[config.mk]
export PLATFORM = sky130hd
export DESIGN_NAME = animation_frame_sequencer_core
export DESIGN_NICKNAME = d
export VERILOG_FILES = /design/src/rtl/afs_pkg.sv /design/src/rtl/animation_frame_sequencer_core.sv
export SDC_FILE = /design/constraint.sdc
export NUM_CORES = 1
export LEC_CHECK = 0
export BUFFER_PORTS_ARGS = -buffer_cell sky130_fd_sc_hd__buf_2
export CAP_MARGIN = 0
export CORE_ASPECT_RATIO = 1.5
export CORE_MARGIN = 2
export CORE_UTILIZATION = 40
export CTS_BUF_LIST = sky130_fd_sc_hd__clkbuf_16
export CTS_CLUSTER_SIZE = 28
export DETAILED_ROUTE_END_ITERATION = 7
export PLACE_DENSITY_LB_ADDON = 0.05
export SLEW_MARGIN = 0
export SYNTH_ARGS = -nofsm -noshare
export SYNTH_HDL_FRONTEND = slang
export SYNTH_SLANG_ARGS = --single-unit
export TNS_END_PERCENT = 100
[constraint.sdc]
create_clock -name clock -period 13.37 [get_ports clock]
set_clock_uncertainty 0.05 [all_clocks]
set_input_delay 3.3425 -clock clock [delete_from_list [all_inputs] [get_ports clock]]
set_output_delay 3.3425 -clock clock [all_outputs]
set_load 0.03 [all_outputs]
[src/rtl/afs_pkg.sv]
package afs_pkg;

   // action codes carried by an input item
   typedef enum logic [2:0] {
      ACT_TICK       = 3'd0,
      ACT_START      = 3'd1,
      ACT_SET_PAUSE  = 3'd2,
      ACT_STEP_BACK  = 3'd3,
      ACT_STEP_FWD   = 3'd4,
      ACT_STOP       = 3'd5
   } action_type;

   // playback mode codes
   typedef enum logic [2:0] {
      MODE_ONCE      = 3'd0,
      MODE_LOOP      = 3'd1,
      MODE_PING_UP   = 3'd2,
      MODE_PING_DOWN = 3'd3,
      MODE_REVERSE   = 3'd4
   } mode_type;

   // configuration register indexes
   typedef enum logic [1:0] {
      CSR_MODE         = 2'd0,
      CSR_FRAME_COUNT  = 2'd1,
      CSR_FRAME_PERIOD = 2'd2
   } csr_index_type;

   localparam int unsigned IndexWidth  = 8;
   localparam int unsigned CountWidth  = 9;
   localparam int unsigned PeriodWidth = 16;
   localparam int unsigned ModeWidth   = 3;
   localparam int unsigned CsrWidth    = 16;

   // one result item
   typedef struct packed {
      logic [IndexWidth-1:0] frame_index;
      logic                  is_done;
      logic                  is_paused;
      logic                  going_down;
      logic                  advanced;
   } result_type;

endpackage

[src/rtl/animation_frame_sequencer_core.sv]
// an accepted item's result is registered in the output register, or in the skid register
// while the output is stalled; throughput: one item per cycle while req_stall is low; the
// whole state update is one pass of logic into the state and result registers, and the skid
// register lets an item in while a result is stalled
// reset (synchronous, active high): index 0, done set, not paused, counting up,
// countdown 0, mode once, frame_count 1, frame_period 0, no result pending
module animation_frame_sequencer_core #(
   parameter int unsigned MAX_FRAMES = 256
) (
   input  logic                               clock,
   input  logic                               reset,
   // input items
   input  logic                               req_valid,
   output logic                               req_stall,
   input  logic [2:0]                         req_action,
   input  logic [7:0]                         req_start_index,
   input  logic                               req_pause_value,
   // result items
   output logic                               rsp_valid,
   input  logic                               rsp_stall,
   output logic [7:0]                         rsp_frame_index,
   output logic                               rsp_is_done,
   output logic                               rsp_is_paused,
   output logic                               rsp_going_down,
   output logic                               rsp_advanced,
   // configuration writes
   input  logic                               csr_wr_en,
   input  logic [1:0]                         csr_index,
   input  logic [afs_pkg::CsrWidth-1:0]       csr_wdata
);

   localparam int unsigned IW = afs_pkg::IndexWidth;
   localparam int unsigned CW = afs_pkg::CountWidth;
   localparam int unsigned PW = afs_pkg::PeriodWidth;
   localparam int unsigned MW = afs_pkg::ModeWidth;

   // upper clamp of the frame count: the smaller of MAX_FRAMES and the index range
   localparam int unsigned CountLimitInt = (MAX_FRAMES > 256) ? 256 : MAX_FRAMES;
   localparam logic [CW-1:0] CountLimit = CW'(CountLimitInt);

   // configuration registers
   logic [MW-1:0] mode_ff,   mode_in;
   logic [CW-1:0] count_ff,  count_in;
   logic [PW-1:0] period_ff, period_in;

   // sequencer state
   logic [IW-1:0] index_ff,  index_in;
   logic          down_ff,   down_in;
   logic          done_ff,   done_in;
   logic          pause_ff,  pause_in;
   logic [PW-1:0] cdown_ff,  cdown_in;

   // output register and skid register
   afs_pkg::result_type out_ff,   out_in;
   afs_pkg::result_type skid_ff,  skid_in;
   logic                out_vld_ff,  out_vld_in;
   logic                skid_vld_ff, skid_vld_in;

   logic                req_take;
   logic                out_free;
   afs_pkg::result_type res;

   // effective frame count, clamped to 1..limit
   logic [CW-1:0] eff_count;
   logic [IW-1:0] last_index;
   logic [CW-1:0] index_plus;
   logic          at_end;

   // advance outcome
   logic [IW-1:0] adv_index;
   logic          adv_down;
   logic          adv_done;

   always_comb begin
      if (count_ff == '0) begin
         eff_count = CW'(1);
      end else if (count_ff > CountLimit) begin
         eff_count = CountLimit;
      end else begin
         eff_count = count_ff;
      end
      last_index = IW'(eff_count - CW'(1));
      index_plus = {1'b0, index_ff} + CW'(1);
      at_end     = (index_plus >= eff_count);
   end

   // one advance step per the current mode
   always_comb begin
      adv_index = index_ff;
      adv_down  = down_ff;
      adv_done  = done_ff;
      if (!done_ff) begin
         case (mode_ff)
            afs_pkg::MODE_ONCE: begin
               if (at_end) begin
                  adv_done  = 1'b1;
                  adv_index = last_index;
               end else begin
                  adv_index = IW'(index_plus);
               end
            end
            afs_pkg::MODE_LOOP: begin
               adv_index = at_end ? '0 : IW'(index_plus);
            end
            afs_pkg::MODE_PING_UP, afs_pkg::MODE_PING_DOWN: begin
               if (eff_count < CW'(2)) begin
                  // too few frames to bounce: park at frame zero
                  adv_index = '0;
               end else if (!down_ff) begin
                  if (at_end) begin
                     adv_index = IW'(eff_count - CW'(2));
                     adv_down  = 1'b1;
                  end else begin
                     adv_index = IW'(index_plus);
                  end
               end else if (index_ff == '0) begin
                  // already at the bottom while heading down: bounce up
                  adv_index = IW'(1);
                  adv_down  = 1'b0;
               end else begin
                  adv_index = index_ff - IW'(1);
                  if (index_ff == IW'(1)) begin
                     adv_down = 1'b0;
                  end
               end
            end
            afs_pkg::MODE_REVERSE: begin
               adv_index = (index_ff == '0) ? last_index : index_ff - IW'(1);
            end
            default: begin
               adv_index = index_ff;
            end
         endcase
      end
   end

   assign req_take  = req_valid && !req_stall;
   assign req_stall = skid_vld_ff;

   // next state from configuration writes and the accepted item
   always_comb begin
      mode_in   = mode_ff;
      count_in  = count_ff;
      period_in = period_ff;
      index_in  = index_ff;
      down_in   = down_ff;
      done_in   = done_ff;
      pause_in  = pause_ff;
      cdown_in  = cdown_ff;

      if (csr_wr_en) begin
         case (csr_index)
            afs_pkg::CSR_MODE: begin
               mode_in = csr_wdata[MW-1:0];
               if (csr_wdata[MW-1:0] <= afs_pkg::MODE_PING_UP) begin
                  down_in = 1'b0;
                  done_in = 1'b0;
               end else begin
                  down_in = 1'b1;
               end
            end
            afs_pkg::CSR_FRAME_COUNT:  count_in  = csr_wdata[CW-1:0];
            afs_pkg::CSR_FRAME_PERIOD: period_in = csr_wdata[PW-1:0];
            default: begin
            end
         endcase
      end

      if (req_take) begin
         case (req_action)
            afs_pkg::ACT_TICK: begin
               if (cdown_ff != '0) begin
                  cdown_in = cdown_ff - PW'(1);
               end else if (!pause_ff && !done_ff) begin
                  index_in = adv_index;
                  down_in  = adv_down;
                  done_in  = adv_done;
                  cdown_in = period_ff;
               end
            end
            afs_pkg::ACT_START: begin
               index_in = (req_start_index > last_index) ? last_index : req_start_index;
               mode_in  = afs_pkg::MODE_ONCE;
               down_in  = 1'b0;
               pause_in = 1'b0;
               done_in  = 1'b0;
            end
            afs_pkg::ACT_SET_PAUSE: begin
               pause_in = req_pause_value;
            end
            afs_pkg::ACT_STEP_BACK: begin
               if (!done_ff) begin
                  index_in = (index_ff == '0) ? last_index : index_ff - IW'(1);
               end
            end
            afs_pkg::ACT_STEP_FWD: begin
               // ignores pause
               index_in = adv_index;
               down_in  = adv_down;
               done_in  = adv_done;
            end
            afs_pkg::ACT_STOP: begin
               done_in = 1'b1;
            end
            default: begin
            end
         endcase
      end
   end

   always_comb begin
      res.frame_index = index_in;
      res.is_done     = done_in;
      res.is_paused   = pause_in;
      res.going_down  = down_in;
      res.advanced    = (index_in != index_ff);
   end

   // output register with a skid entry behind it
   assign out_free = !out_vld_ff || !rsp_stall;

   always_comb begin
      out_in      = out_ff;
      skid_in     = skid_ff;
      out_vld_in  = out_vld_ff && rsp_stall;
      skid_vld_in = skid_vld_ff;
      if (req_take) begin
         if (out_free) begin
            out_in     = res;
            out_vld_in = 1'b1;
         end else begin
            skid_in     = res;
            skid_vld_in = 1'b1;
         end
      end else if (skid_vld_ff && out_free) begin
         // drain the held item into the output register
         out_in      = skid_ff;
         out_vld_in  = 1'b1;
         skid_vld_in = 1'b0;
      end
   end

   always_ff @(posedge clock) begin
      if (reset) begin
         mode_ff     <= afs_pkg::MODE_ONCE;
         count_ff    <= CW'(1);
         period_ff   <= '0;
         index_ff    <= '0;
         down_ff     <= 1'b0;
         done_ff     <= 1'b1;
         pause_ff    <= 1'b0;
         cdown_ff    <= '0;
         out_vld_ff  <= 1'b0;
         skid_vld_ff <= 1'b0;
      end else begin
         mode_ff     <= mode_in;
         count_ff    <= count_in;
         period_ff   <= period_in;
         index_ff    <= index_in;
         down_ff     <= down_in;
         done_ff     <= done_in;
         pause_ff    <= pause_in;
         cdown_ff    <= cdown_in;
         out_vld_ff  <= out_vld_in;
         skid_vld_ff <= skid_vld_in;
      end
   end

   always_ff @(posedge clock) begin
      out_ff  <= out_in;
      skid_ff <= skid_in;
   end

   assign rsp_valid       = out_vld_ff;
   assign rsp_frame_index = out_ff.frame_index;
   assign rsp_is_done     = out_ff.is_done;
   assign rsp_is_paused   = out_ff.is_paused;
   assign rsp_going_down  = out_ff.going_down;
   assign rsp_advanced    = out_ff.advanced;

   // skid entry only fills behind a stalled output
   a_skid_behind_out: assert property (@(posedge clock) disable iff (reset)
      skid_vld_ff |-> out_vld_ff)
      else $error("skid entry held without a pending output item");

   // a tick with time left only counts down
   a_tick_counts_down: assert property (@(posedge clock) disable iff (reset)
      (req_take && !csr_wr_en && req_action == afs_pkg::ACT_TICK && cdown_ff != '0)
      |=> (cdown_ff == $past(cdown_ff) - PW'(1)) && (index_ff == $past(index_ff)))
      else $error("countdown tick changed the frame index");

   // stop always leaves the sequence done
   a_stop_sets_done: assert property (@(posedge clock) disable iff (reset)
      (req_take && !csr_wr_en && req_action == afs_pkg::ACT_STOP) |=> done_ff)
      else $error("stop did not mark the sequence done");

endmodule

==> results of run 1 <==
[worst max-delay path by stage]
stage	cells past startpoint	end	slack, ns	startpoint
floorplan	12	rsp_advanced	7.30	req_start_index[1]
global placement	12	rsp_advanced	6.59	req_start_index[1]
detailed placement	12	rsp_advanced	6.48	req_start_index[1]
CTS	12	rsp_advanced	6.84	req_start_index[1]
global route	12	rsp_advanced	6.64	req_start_index[1]
finish	12	rsp_advanced	6.84	req_start_index[1]
[logic make-up (layout without fill, tap and decap cells)]
kind of cell	Yosys count	count (layout)	synth area share [%]
flops	81	81	30.6
xor+xnor	11	11	1.58
simple gates	328	328	26.8
fa+ha+maj	25	25	5.14
buf+inv	81	101	5.16
mux	22	22	3.70
compound gates	250	250	27.0
[cell type report]
| class | instances | area (um^2) |
|---|---|---|
| Clock buffer | 9 | 225 |
| Clock inverter | 7 | 130 |
| Fill cell | 1594 | 8220 |
| Inverter | 30 | 113 |
| Multi-Input combinational cell | 636 | 3910 |
| Sequential cell | 81 | 1860 |
| Tap cell | 199 | 249 |
| Timing Repair Buffer | 55 | 293 |
[worst max-delay path, cell delays in order]
cell,delay (ns)
buf_2,0.12
ha_1,0.30
nor2b_1,0.13
o211ai_1,0.14
a21oi_1,0.12
o21ai_1,0.74
mux2i_1,0.18
a2111oi_1,0.85
o21ai_0,0.19
nand3_1,0.13
o311a_1,0.19
a31oi_1,0.10
[flip-flops by register name, summed over array words and instances, names as in the netlist]
register and flops:
period_ff 16, index_ff 8, rsp_frame_index 8, rsp_is_done 1, down_ff 1, rsp_advanced 1, skid_ff 12, rsp_valid 1
rsp_is_paused 1, pause_ff 1, rsp_going_down 1, req_stall 1, cdown_ff 16, count_ff 9, mode_ff 3, done_ff 1
[per-stage QoR]
step,utilization (%),total power (W),instance area (um^2)
final,45.2,0.000763,6780
after global routing,45.2,0.000797,6780
after CTS,45.2,0.000768,6780
after detailed placement,42.8,0.000468,6420
after global placement,42.8,0.000466,6420
after floorplan,-,0.000412,6080
[routing by layer]
layer | track usage (%) | up-vias | part of all wire (%)
met5 | 0 | - | 0
met4 | 10.5 | 0 | 3.9
met3 | 3.69 | 53 | 4.4
met2 | 46.8 | 183 | 52
met1 | 28.9 | 2954 | 40
li1 | - | 2989 | -
[power groups by stage]
stage | Clock, W | Combinational [W] | Sequential (W)
after global placement | 0 | 0.000182 | 0.000284
final | 0.000298 | 0.000186 | 0.000279
after floorplan | 0 | 0.000131 | 0.000281
after detailed placement | 0 | 0.000184 | 0.000284
after CTS | 0.000304 | 0.000185 | 0.000279
after global routing | 0.000313 | 0.000204 | 0.000280
[cells in the final DEF, fill, tap and decap left out, drive strengths merged, types with 12 or more instances in the layout]
cell type  count
inv           33
edfxtp        24
nor3          29
nor2b         12
a31oi         16
o211ai        12
o21ai         49
nand3         17
mux2i         18
ha            25
nand2         98
dfxtp         57
nor4          14
nor2          85
buf           55
a211oi        14
a21oi         77
nand2b        18
==> results.json, run 1 <==
{
  "outcome": "completed",
  "io_buffers": 48,
  "drtIter0Drc": 374,
  "grt_overflow": 0,
  "end_kind": "register",
  "design.die.area_um2": 16200,
  "hp-start": "period_ff[2]",
  "rr_endpoint": "rsp_advanced",
  "hold_viol": 0,
  "fin_crit_sh_pct": 48.8,
  "dp_hpwl_um": 15600,
  "drive_gt1_share_pct": 11.0,
  "switching_share_pct": 32.7,
  "synth_nets": 858,
  "reg2reg_slack_ns": 7.45,
  "seqPwrFrac_pct": 36.6,
  "r2r-start": "count_ff[8]",
  "p_per_area_nw_per_um2": 113,
  "wirelength_um": 20500,
  "cts-root-buf": "clkbuf_16",
  "finalWorstSetupSlack_ns": 6.84,
  "p_int_w": 0.000514,
  "synth_cells": 798,
  "synthesis.area_um2": 6080,
  "yosys.area.top_type_share_pct": 18.8,
  "dieWidth_um": 105,
  "synth_common_cells": "nand2_1, nor2_1, a21oi_1",
  "drt-wirelength-per-cell_um": 20.1,
  "cts_buffers": 9,
  "slew_viol_final": 0,
  "pre_cts_ws_ns": 6.48,
  "worstPathRequired_ns": 13.39,
  "critPathMaxFanout": 11,
  "arrival_ns": 6.55,
  "yosysSeqAreaShare_pct": 30.6,
  "clockPowerShare_pct": 39.0,
  "path_class": "in2reg",
  "rsz0062_at_grt": "false",
  "post_cts_buffers": 0,
  "stdcell_count": 1017,
  "path_clk_slew_ns": 0.07,
  "post_cts_resized": 0,
  "synth_edf_count": 24,
  "hold_buffers": 0,
  "drv_cap": 0,
  "ys_ff_latch": 81,
  "tightestPinTransition_ns": 1.09,
  "yosys.cell_types.count": 80,
  "grt_use_total_pct": 25.3,
  "syn_avg_cell_area_um2": 7.62,
  "hold_class": "reg2reg",
  "yosysMostFrequentCell": "nand2_1",
  "grt_pass1_wl_um": 32500,
  "area_delta_synth_final_pct": 11.4,
  "clock-sinks": 81,
  "drtPass1Iterations": 5,
  "yosysWarnings": 0,
  "max_freq_ghz": 0.153,
  "relSlewSlack_pct": 27.3,
  "period_needed_ns": 6.53,
  "worstRegToRegCells": 17,
  "nets": 873,
  "cts_tree": "done",
  "grt_pass1_vias": 5965,
  "async_reset_ff_share_pct": 0,
  "grt_max_degree": 56,
  "diodes": 0,
  "yosysTopAreaCell": "dfxtp_1",
  "die_h_um": 155,
  "cts_max_level": 3,
  "pwr-share-comb_pct": 24.4,
  "antenna_found_initial": 0,
  "place_congestion": 0.934,
  "yosys-top-cells-area": "dfxtp_1, edfxtp_1, a21oi_1, nand2_1, nor2_1",
  "clock_path_buffers": 2,
  "hold_path_end": "period_ff[2]",
  "core-area_um2": 15000,
  "initial_core_util_pct": 40.5,
  "worstSetupStartpointType": "primary input",
  "post-place-cells": 1001,
  "setup_violations": 0,
  "num_vias": 6179,
  "p_switching_w": 0.000250,
  "fin_tns_setup_ns": 0,
  "ant_nets": 0,
  "rows": 55,
  "insertion_delay_ns": 0.34,
  "drc": 0,
  "ys.flop_type": "dfxtp_1",
  "post_drt_via_cell_ratio": 6.08,
  "vdd_drop_max_mv": 0.0825,
  "pin_count": 49,
  "p_leak_nw": 2.58,
  "holdWs_ns": 0.412,
  "hold_path_depth": 2
}
Note: power is estimated with default switching activity, not from simulation.
==> run 2: changes to the inputs <==
==> constraint.sdc (replaced) <==
create_clock -name clock -period 5.35 [get_ports clock]
set_clock_uncertainty 0.05 [all_clocks]
set_input_delay 1.3375 -clock clock [delete_from_list [all_inputs] [get_ports clock]]
set_output_delay 1.3375 -clock clock [all_outputs]
set_load 0.03 [all_outputs]
==> run 2 against run 1 <==
Sequential cell count unchanged; register-to-register slack got worse by 7.0 ns; sequential share of layout area decreased by 0.51 points; routed wire length increased by 7.2%; via count increased by 0.50%; worst setup slack got worse by 6.4 ns; die area unchanged; count of clock-buffer cells in the layout unchanged; clock power increased by 140%; critical endpoint unchanged; largest cell class unchanged.
==> results.json, run 2 (synthesized netlist as in run 1, its figures left out) <==
{
  "outcome": "completed",
  "relSlewSlack_pct": 20.5,
  "crit_family": "compound AO/OA/AOI/OAI gates",
  "max_freq_ghz": 0.203,
  "dp_hpwl_um": 17000,
  "arrival_ns": 4.95,
  "pin_count": 49,
  "grt_use_total_pct": 27.1,
  "place_congestion": 0.983,
  "die_h_um": 155,
  "worstPathRequired_ns": 5.38,
  "rows": 55,
  "cts_tree": "done",
  "cts_max_level": 3,
  "rsz0062_at_grt": "false",
  "grt_pass1_vias": 6081,
  "drive_gt1_share_pct": 13.1,
  "insertion_delay_ns": 0.34,
  "cp_cell_sequence": "nand2b_1 -> ha_1 -> nand2b_1 -> o32ai_1 -> a221o_1 -> inv_1 -> ha_1 -> nand4_1 -> or2_2 -> o21ai_1 -> buf_4 -> a2bb2oi_1 -> o2111a_1 -> o32ai_1 -> a211o_1 -> nor4_2 -> a31oi_1",
  "cts_buffers": 9,
  "design.die.area_um2": 16200,
  "core-area_um2": 15000,
  "hold_viol": 0,
  "setup_violations": 0,
  "end_kind": "register",
  "hp-start": "period_ff[1]",
  "ant_nets": 0,
  "reg_top3": "cdown_ff (16), period_ff (16), skid_ff (12)",
  "drtIter0Drc": 373,
  "diodes": 0,
  "cts-root-buf": "clkbuf_16",
  "hold_buffers": 0,
  "slew_viol_final": 0,
  "period_needed_ns": 4.92,
  "antenna_found_initial": 0,
  "drc": 0,
  "p_per_area_nw_per_um2": 276,
  "max_stage_delay_ns": 0.58,
  "seq_area_um2": 1860,
  "finalWorstSetupSlack_ns": 0.428,
  "num_vias": 6210,
  "mostFrequentLayoutCells": "nand2_1, nor2_1, a21oi_1, dfxtp_1, buf_2",
  "dpl-instance-area_um2": 6570,
  "grt_overflow": 0,
  "fin_area_um2": 6910,
  "post_drt_via_cell_ratio": 5.99,
  "grt_max_degree": 56,
  "area_delta_synth_final_pct": 13.6,
  "initial_core_util_pct": 40.5,
  "worstSetupStartpointType": "register",
  "hold_class": "reg2reg",
  "wirelength_um": 21900,
  "vdd_drop_max_mv": 0.189,
  "grt_pass1_wl_um": 34300,
  "n_fill_cell": 1622,
  "path_clk_slew_ns": 0.07,
  "multi_input_area_um2": 3910,
  "drv_cap": 0,
  "path_class": "reg2reg",
  "nets": 893,
  "crit_path_start": "count_ff[8]",
  "reg2reg_slack_ns": 0.43,
  "p_leak_nw": 2.67,
  "clock_path_buffers": 2,
  "clock-sinks": 81,
  "critPathMaxFanout": 14,
  "fin_tns_setup_ns": 0,
  "drtPass1Iterations": 7,
  "r2r-start": "count_ff[8]",
  "crit_buf_inv": 2,
  "tightestPinTransition_ns": 1.19,
  "final_common_cell": "nand2_1",
  "post_cts_resized": 0,
  "drt-wirelength-per-cell_um": 21.2,
  "pre_cts_ws_ns": 0.494,
  "io_buffers": 48,
  "fin_crit_sh_pct": 92.0,
  "crit_slowest_cell": "dfxtp_1",
  "dieWidth_um": 105,
  "post_cts_buffers": 0
}
==> run 2: tightest hold or removal path, stage by stage, from the launching register on <==
cell and delay [ns]:
dfxtp_1 0.31, nand2_1 0.05, a21oi_1 0.05
==> run 2: layer usage <==
metal	up-vias	track usage (%)	routed length, um
met1	2926	30.7	8710
met2	206	49.7	11400
met4	0	13.8	989
met3	57	3.27	844
met5	-	0	0
li1	3021	-	-
==> run 2: area by class of cell <==
cell class,count,area share (%)
Clock buffer,9,3.26
Inverter,30,1.63
Sequential cell,81,27.0
Multi-Input combinational cell,636,56.6
Timing Repair Buffer,75,6.41
Tap cell,199,3.61
Clock inverter,7,1.58
==> run 2: worst paths after layout <==
kind	end	depth (start not counted)
worst max-delay path	rsp_advanced	17
worst min-delay path	period_ff[1]	2
worst max register to register	rsp_advanced	17
worst min register to register	period_ff[1]	2
==> run 2: through the flow <==
| stage | power, W | hold slack, ns | instances | util (%) |
|---|---|---|---|---|
| floorplan | 0.00103 | 0.383 | 798 | - |
| global placement | 0.00120 | 0.395 | 1021 | 43.8 |
| detailed placement | 0.00120 | 0.401 | 1021 | 43.8 |
| CTS | 0.00192 | 0.410 | 1037 | 46.0 |
| global route | 0.00200 | 0.428 | 1037 | 46.0 |
| finish | 0.00191 | 0.407 | 1037 | 46.0 |
==> run 2: power by group <==
part	switching, W	internal, W	leakage (nW)
combinational	0.000335	0.000173	1.81
sequential	0.0000269	0.000660	0.690
clock	0.000292	0.000420	0.164
total	0.000655	0.00125	2.67
==> run 3: changes to the inputs <==
--- a/config.mk
+++ b/config.mk
@@ -5,6 +5,7 @@
 export SDC_FILE = /design/constraint.sdc
 export NUM_CORES = 1
 export LEC_CHECK = 0
+export ABC_AREA = 1
 export BUFFER_PORTS_ARGS = -buffer_cell sky130_fd_sc_hd__buf_2
 export CAP_MARGIN = 0
 export CORE_ASPECT_RATIO = 1.5
@@ -14,6 +15,7 @@
 export CTS_CLUSTER_SIZE = 28
 export DETAILED_ROUTE_END_ITERATION = 7
 export PLACE_DENSITY_LB_ADDON = 0.05
+export RECOVER_POWER = 100
 export SLEW_MARGIN = 0
 export SYNTH_ARGS = -nofsm -noshare
 export SYNTH_HDL_FRONTEND = slang
==> run 3 against run 2 <==
Die area shrank 0.89%; critical endpoint unchanged; worst setup slack gained 0.25 ns; sequential share of layout area grew 0.89 points.
==> results.json, run 3 <==
{
  "fin_area_um2": 6690,
  "fin_tns_setup_ns": 0,
  "tightestPinTransition_ns": 1.44,
  "holdWs_ns": 0.396,
  "design.die.area_um2": 16100,
  "die_h_um": 154,
  "grt_pass1_vias": 5938,
  "yosysMostFrequentCell": "nand2_1",
  "finalWorstSetupSlack_ns": 0.673,
  "end_kind": "register",
  "ys_ff_latch": 81,
  "rows": 55,
  "dp_hpwl_um": 15300,
  "max_freq_ghz": 0.214,
  "grt_pass1_wl_um": 30800,
  "synth_common_cells": "nand2_1, inv_1, nor2_1",
  "yosysTopAreaCell": "dfxtp_1",
  "relSlewSlack_pct": 2.81,
  "worstRegToRegCells": 22,
  "yosys.area.top_type_share_pct": 18.9,
  "slew_viol_final": 0,
  "rsz0062_at_grt": "false",
  "cts-root-buf": "clkbuf_16",
  "drtIter0Drc": 263,
  "path_class": "reg2reg",
  "synthesis.area_um2": 6030,
  "yosysSeqAreaShare_pct": 30.9,
  "post_cts_resized": 0,
  "p_leak_nw": 3.14,
  "area_delta_synth_final_pct": 11.0,
  "async_reset_ff_share_pct": 0,
  "period_needed_ns": 4.68,
  "drt-wirelength-per-cell_um": 16.3,
  "outcome": "completed",
  "arrival_ns": 4.72,
  "drtPass1Iterations": 5,
  "dieWidth_um": 104,
  "path_clk_slew_ns": 0.07,
  "hold_path_end": "period_ff[6]",
  "wirelength_um": 19000,
  "clock_path_buffers": 2,
  "rr_endpoint": "rsp_advanced",
  "hold_path_depth": 2,
  "antenna_found_initial": 1,
  "synth_edf_count": 24,
  "post_cts_buffers": 0,
  "setup_violations": 0,
  "mostFrequentLayoutCells": "nand2_1, inv_1, nor2_1, o21ai_0, a21oi_1",
  "ys.flop_type": "dfxtp_1",
  "vdd_drop_max_mv": 0.148,
  "cts_buffers": 9,
  "num_vias": 5982,
  "yosys.cell_types.count": 45,
  "insertion_delay_ns": 0.35,
  "drv_cap": 0,
  "yosysWarnings": 0,
  "fin_crit_sh_pct": 87.4,
  "hold_class": "reg2reg",
  "reg2reg_slack_ns": 0.67,
  "drc": 0,
  "grt_overflow": 0,
  "worstSetupStartpointType": "register",
  "reg_top3": "cdown_ff (16), period_ff (16), skid_ff (12)",
  "dpl-instance-area_um2": 6470,
  "worstPathRequired_ns": 5.40,
  "final_common_cell": "nand2_1",
  "p_per_area_nw_per_um2": 296,
  "ant_nets": 0,
  "r2r-start": "index_ff[0]",
  "hold_buffers": 0,
  "critPathMaxFanout": 16,
  "utilization_pct": 44.8,
  "drive_gt1_share_pct": 10.6,
  "grt_max_degree": 36,
  "pre_cts_ws_ns": 0.991,
  "core-area_um2": 14900,
  "yosys-top-cells-area": "dfxtp_1, nand2_1, edfxtp_1, inv_1, nor2_1",
  "pin_count": 49,
  "post_drt_via_cell_ratio": 5.13,
  "syn_avg_cell_area_um2": 6.56,
  "cts_max_level": 3,
  "io_buffers": 48,
  "initial_core_util_pct": 40.4,
  "grt_use_total_pct": 24.3,
  "clock-sinks": 81,
  "hp-start": "period_ff[6]",
  "diodes": 0,
  "synth_nets": 978,
  "cts_tree": "done",
  "nets": 1021,
  "synth_cells": 918,
  "hold_viol": 0,
  "place_congestion": 0.996
}
run 3: cell type report:
type	instances	area, um^2
fill	1690	8250
multi-input combinational	681	3530
sequential	81	1860
inverter	132	503
timing repair buffer	56	265
tap	199	249
clock buffer	9	225
clock inverter	7	51.3
run 3: how the worst max path moves through the flow:
stage	startpoint	to	slack (ns)	cells past startpoint
3_3_place_gp	index_ff[0]	rsp_advanced	0.92	22
5_1_grt	index_ff[0]	rsp_advanced	0.29	22
3_5_place_dp	index_ff[0]	rsp_advanced	0.99	22
6_report	index_ff[0]	rsp_advanced	0.67	22
2_1_floorplan	count_ff[8]	rsp_advanced	2.01	24
4_1_cts	index_ff[0]	rsp_advanced	0.94	22
run 3: power by group:
| group | internal, W | switching (W) |
|---|---|---|
| clock | 0.000317 | 0.000270 |
| combinational | 0.000213 | 0.000482 |
| sequential | 0.000669 | 0.0000316 |
| total | 0.00120 | 0.000783 |
run 3: stage by stage:
step	cells	power (W)
final	1165	0.00198
after global placement	1149	0.00142
after detailed placement	1149	0.00141
after global routing	1165	0.00211
after CTS	1165	0.00201
after floorplan	918	0.00122
run 3: cell families (layout without fill, tap and decap cells):
| family | Yosys count | in the layout | share of synthesized area, % |
|---|---|---|---|
| compound gates | 192 | 192 | 17.0 |
| xor+xnor | 18 | 18 | 2.74 |
| fa+ha+maj | 25 | 25 | 5.19 |
| buf+inv | 156 | 204 | 10.1 |
| flops | 81 | 81 | 30.9 |
| mux | 1 | 1 | 0.166 |
| simple gates | 445 | 445 | 33.9 |
run 3: routing by layer:
| metal | global-route usage [%] | part of all wire [%] | vias up |
|---|---|---|---|
| li1 | - | - | 3084 |
| met1 | 25.9 | 39 | 2700 |
| met2 | 47.2 | 54 | 151 |
| met3 | 2.95 | 3.7 | 47 |
| met4 | 11.3 | 3.8 | 0 |
| met5 | 0 | 0 | - |
run 3: critical path, cell delays in order (launching register included):
cell      delay (ns)
dfxtp_1         0.62
nand2_1         0.14
nor2_1          0.25
nand3_1         0.14
nor2_1          0.13
xor2_1          0.36
ha_1            0.23
nand2_1         0.07
nor2_1          0.18
nand3_1         0.16
nand4_2         0.36
clkbuf_1        0.43
o21ai_0         0.22
nand2_1         0.12
nand2_1         0.06
nand2_1         0.07
nand2_1         0.05
o21ai_0         0.26
nand2_1         0.12
nand3_1         0.10
nand3_2         0.08
nor2_2          0.13
nand3_1         0.09
